==> config.mk <==
export PLATFORM = sky130hd
export DESIGN_NAME = cca_fate
export DESIGN_NICKNAME = d
export VERILOG_FILES = /design/src/rtl/cca_pkg.sv /design/src/rtl/cca_fate.sv
export SDC_FILE = /design/constraint.sdc
export NUM_CORES = 1
export LEC_CHECK = 0
export BUFFER_PORTS_ARGS = -buffer_cell sky130_fd_sc_hd__buf_2
export CAP_MARGIN = 20
export CELL_PAD_IN_SITES_DETAIL_PLACEMENT = 1
export CELL_PAD_IN_SITES_GLOBAL_PLACEMENT = 2
export CORE_MARGIN = 2
export CORE_UTILIZATION = 14
export DETAILED_ROUTE_END_ITERATION = 10
export GPL_ROUTABILITY_DRIVEN = 0
export PLACE_DENSITY_LB_ADDON = 0.1
export SLEW_MARGIN = 25
export SYNTH_ARGS = -nofsm -noshare
export SYNTH_HDL_FRONTEND = slang
export SYNTH_SLANG_ARGS = --single-unit
==> constraint.sdc <==
create_clock -name vclk -period 2.85
set_input_delay 0 -clock vclk [all_inputs]
set_output_delay 0 -clock vclk [all_outputs]
set_load 0.01 [all_outputs]
==> src/rtl/cca_pkg.sv <==
// Shared types and constants of the configurable cellular automaton.
`default_nettype none
package cca_pkg;

	localparam int GRID_MAX_DEF      = 64;
	localparam int WINDOW_RADIUS_DEF = 2;

	localparam int COLOR_W = 24;
	localparam int GSIZE_W = 7;
	localparam int MASK_W  = 25;
	localparam int FATE_W  = 52;
	localparam int CFG_W   = 52;
	localparam int CIDX_W  = 2;

	localparam logic [COLOR_W-1:0] WHITE = 24'hFFFFFF;

	localparam logic [GSIZE_W-1:0] GSIZE_RST = 7'd64;
	localparam logic [MASK_W-1:0]  MASK_RST  = 25'd469440;
	localparam logic [FATE_W-1:0]  FATE_RST  = 52'd144;
	localparam logic [COLOR_W-1:0] BIRTH_RST = 24'd0;

	// Register indexes of the configuration port.
	localparam logic [CIDX_W-1:0] CFG_GRID_SIZE   = 2'd0;
	localparam logic [CIDX_W-1:0] CFG_NEIGHBOR    = 2'd1;
	localparam logic [CIDX_W-1:0] CFG_FATE_TABLE  = 2'd2;
	localparam logic [CIDX_W-1:0] CFG_BIRTH_COLOR = 2'd3;

	// Action codes of an input word.
	localparam logic [1:0] ACT_WRITE = 2'd0;
	localparam logic [1:0] ACT_READ  = 2'd1;
	localparam logic [1:0] ACT_GEN   = 2'd2;
	localparam logic [1:0] ACT_CLEAR = 2'd3;

	// Fate codes; every other code means death.
	localparam logic [1:0] FATE_KEEP   = 2'd1;
	localparam logic [1:0] FATE_CREATE = 2'd2;

	typedef struct packed {
		logic [1:0]         action;
		logic [5:0]         row;
		logic [5:0]         col;
		logic [COLOR_W-1:0] color;
	} cca_in_t;

	typedef struct packed {
		logic [COLOR_W-1:0] read_color;
		logic               cell_alive;
	} cca_out_t;

endpackage
`default_nettype wire

==> src/rtl/cca_fate.sv <==
// Fate lookup: live neighbor count to the new color of one cell.
`default_nettype none
module cca_fate import cca_pkg::*; #(
	parameter int CW = 5
) (
	input  wire logic [CW-1:0]      cnt,
	input  wire logic [FATE_W-1:0]  fate_table,
	input  wire logic [COLOR_W-1:0] own_color,
	input  wire logic [COLOR_W-1:0] birth_color,
	output logic [COLOR_W-1:0]      new_color
);

	logic [1:0] fate;

	assign fate = fate_table[2*cnt +: 2];

	always_comb begin
		case (fate)
			FATE_KEEP:   new_color = own_color;
			FATE_CREATE: new_color = birth_color;
			default:     new_color = WHITE;
		endcase
	end

endmodule
`default_nettype wire

==> run summary <==
DR WL/cell: 15.7 µm
FFs & Latches: 0
PD cells: 285 mW/mm²
Clkbuf count: 0
Crit path time final: 2.44 ns
Post-CTS sizing: 0
Most frequent cell after synthesis: a221o_1
Core Region: 0.00554 mm²
Hold/Removal Path Class: primary input to output port
P_int: 213 µW
Syn Nets: 189
Worst endpoint required time: 2.85 ns
# setup viols final: 0
Area growth from synthesis to layout: 83.4%
Hold Buf Count CTS: 0
CP endpoint kind: output port
Nets: 311
Total wire length: 4290 µm
Arr. time, crit path: 2.44 ns
Post-synthesis average cell area: 9.84 µm²
Iter 0 DRT Violations: 39
Layout cells sized above 1: 65.3%
Worst-path fanout max: 24
Met3 WL post-DR: 289 µm
Sum Neg Setup Slack: 0 ns
Drt drc: 0
Area leader, netlist: a221o_1
Yosys warns: 0
Global-route wire length before repair: 6470 µm
Reg power frac: 0%
Routed length on met1: 1520 µm
DIE HEIGHT: 79.9 µm
Comb power frac: 100.0%
Commonest cells in the netlist: a221o_1 (24), mux2i_1 (10), clkbuf_1 (6), mux4_1 (6)
Total global-route track usage: 12.2%
Max-slew violations: 0
Seq/Total Area, Yosys: 0%
PortBufs: 129
Top Ports: 129
Largest net degree at the start of global routing: 25
Leak pwr: 0.781 nW
Vias in the first global route: 1323
Yosys cell types: 22
Worst-margin pin slew: 0.924 ns
Status: complete, no violations
Worst setup path class: primary input to output port
Area contributors post-synth: a221o_1 (30%), mux4_1 (20%), mux2i_1 (12%)
Full die area: 0.00639 mm²
VDD IR max: 0.0851 mV
Switching Share: 49.4%
Final Core Density: 26.7%
Via Count: 1274
CP Launch Type: primary input
Antenna-violating nets left: 0
Highest layer used for signal routing: met3
Initial Utilization: 14.6%
Site Rows: 27
Synth Instances: 82
Clk pwr share: 0%
Area of the mapped netlist: 807 µm²
Slew headroom: 38.4%
Final Hold Viols: 0
Metal2 WL: 2490 µm
Sequential cell area: 0 µm²
Fmax achieved: 409 MHz
Drt first pass iters: 4
P_sw: 208 µW
Top-area cell type share of the netlist area: 29.8%
Ant. Diodes: 0
Die width: 79.9 µm
RSZ-0062 raised after global routing: no
Post-CTS setup buffer count: 0
Final period utilization: 85.8%
HPWL after DPL: 3720 µm
Initial antenna violation count: 0
Overflow after GRT: 0
Total of max-cap violations: 0
Via density: 4.65
placed cells by master, fill, tap and decap left out, drive strengths merged:
cell / Yosys / routed
o21ai: 2 / 2
mux2i: 10 / 10
nand3b: 1 / 1
nor2b: 2 / 2
a21oi: 2 / 2
a41o: 2 / 2
nand2: 4 / 4
ha: 2 / 2
a221oi: 2 / 2
nand3: 2 / 2
nand2b: 2 / 2
mux4: 8 / 8
nor2: 4 / 4
buf: 3 / 130
a41oi: 2 / 2
or3b: 1 / 1
a221o: 24 / 24
o22ai: 2 / 2
area by class of cell:
cell class	count	area (µm²)
timing repair buffer	130	653
multi-input combinational	72	737
fill	702	4060
tap	72	90.1
through the flow:
stage	hold slack [ns]	instances	setup WS, ns	area, µm²	total power, mW
after floorplan	0.160	82	1.01	807	0.243
after global placement	0.309	274	0.434	1480	0.421
after CTS	0.308	274	0.355	1480	0.429
after detailed placement	0.308	274	0.365	1480	0.427
after global routing	0.326	274	0.167	1480	0.463
final	0.306	274	0.406	1480	0.422
kinds of logic after synthesis:
kind of cell | synth area share [%]
AO/OA/AOI/OAI | 40.6
adder cells (fa/ha/maj) | 3.10
buffers and inverters | 8.68
multiplexers | 37.5
AND/OR/NAND/NOR | 10.1
worst paths after layout:
kind	start	endpoint	depth (start not counted)
setup / recovery	cnt[0]	new_color[16]	8
hold / removal	own_color[6]	new_color[6]	3
layer usage:
layer	vias to the layer above	global-route usage, %
met3	0	1.36
met1	597	13.7
met4	0	0
met5	-	0
li1	620	-
met2	57	25.6
power by group through the flow:
stage          logic (mW)  clock network [mW]  registers [mW]
6_report            0.422                   0               0
5_1_grt             0.463                   0               0
4_1_cts             0.429                   0               0
3_5_place_dp        0.427                   0               0
3_3_place_gp        0.421                   0               0
2_1_floorplan       0.243                   0               0
worst max-delay path: stages:
cell and delay, ns:
buf_2 0.24, mux4_2 0.54, nand2b_1 0.16, a21oi_1 0.21, a41o_1 0.13, ha_1 0.72, a221o_1 0.30, buf_2 0.13
Power figures use the tool's default switching activity.
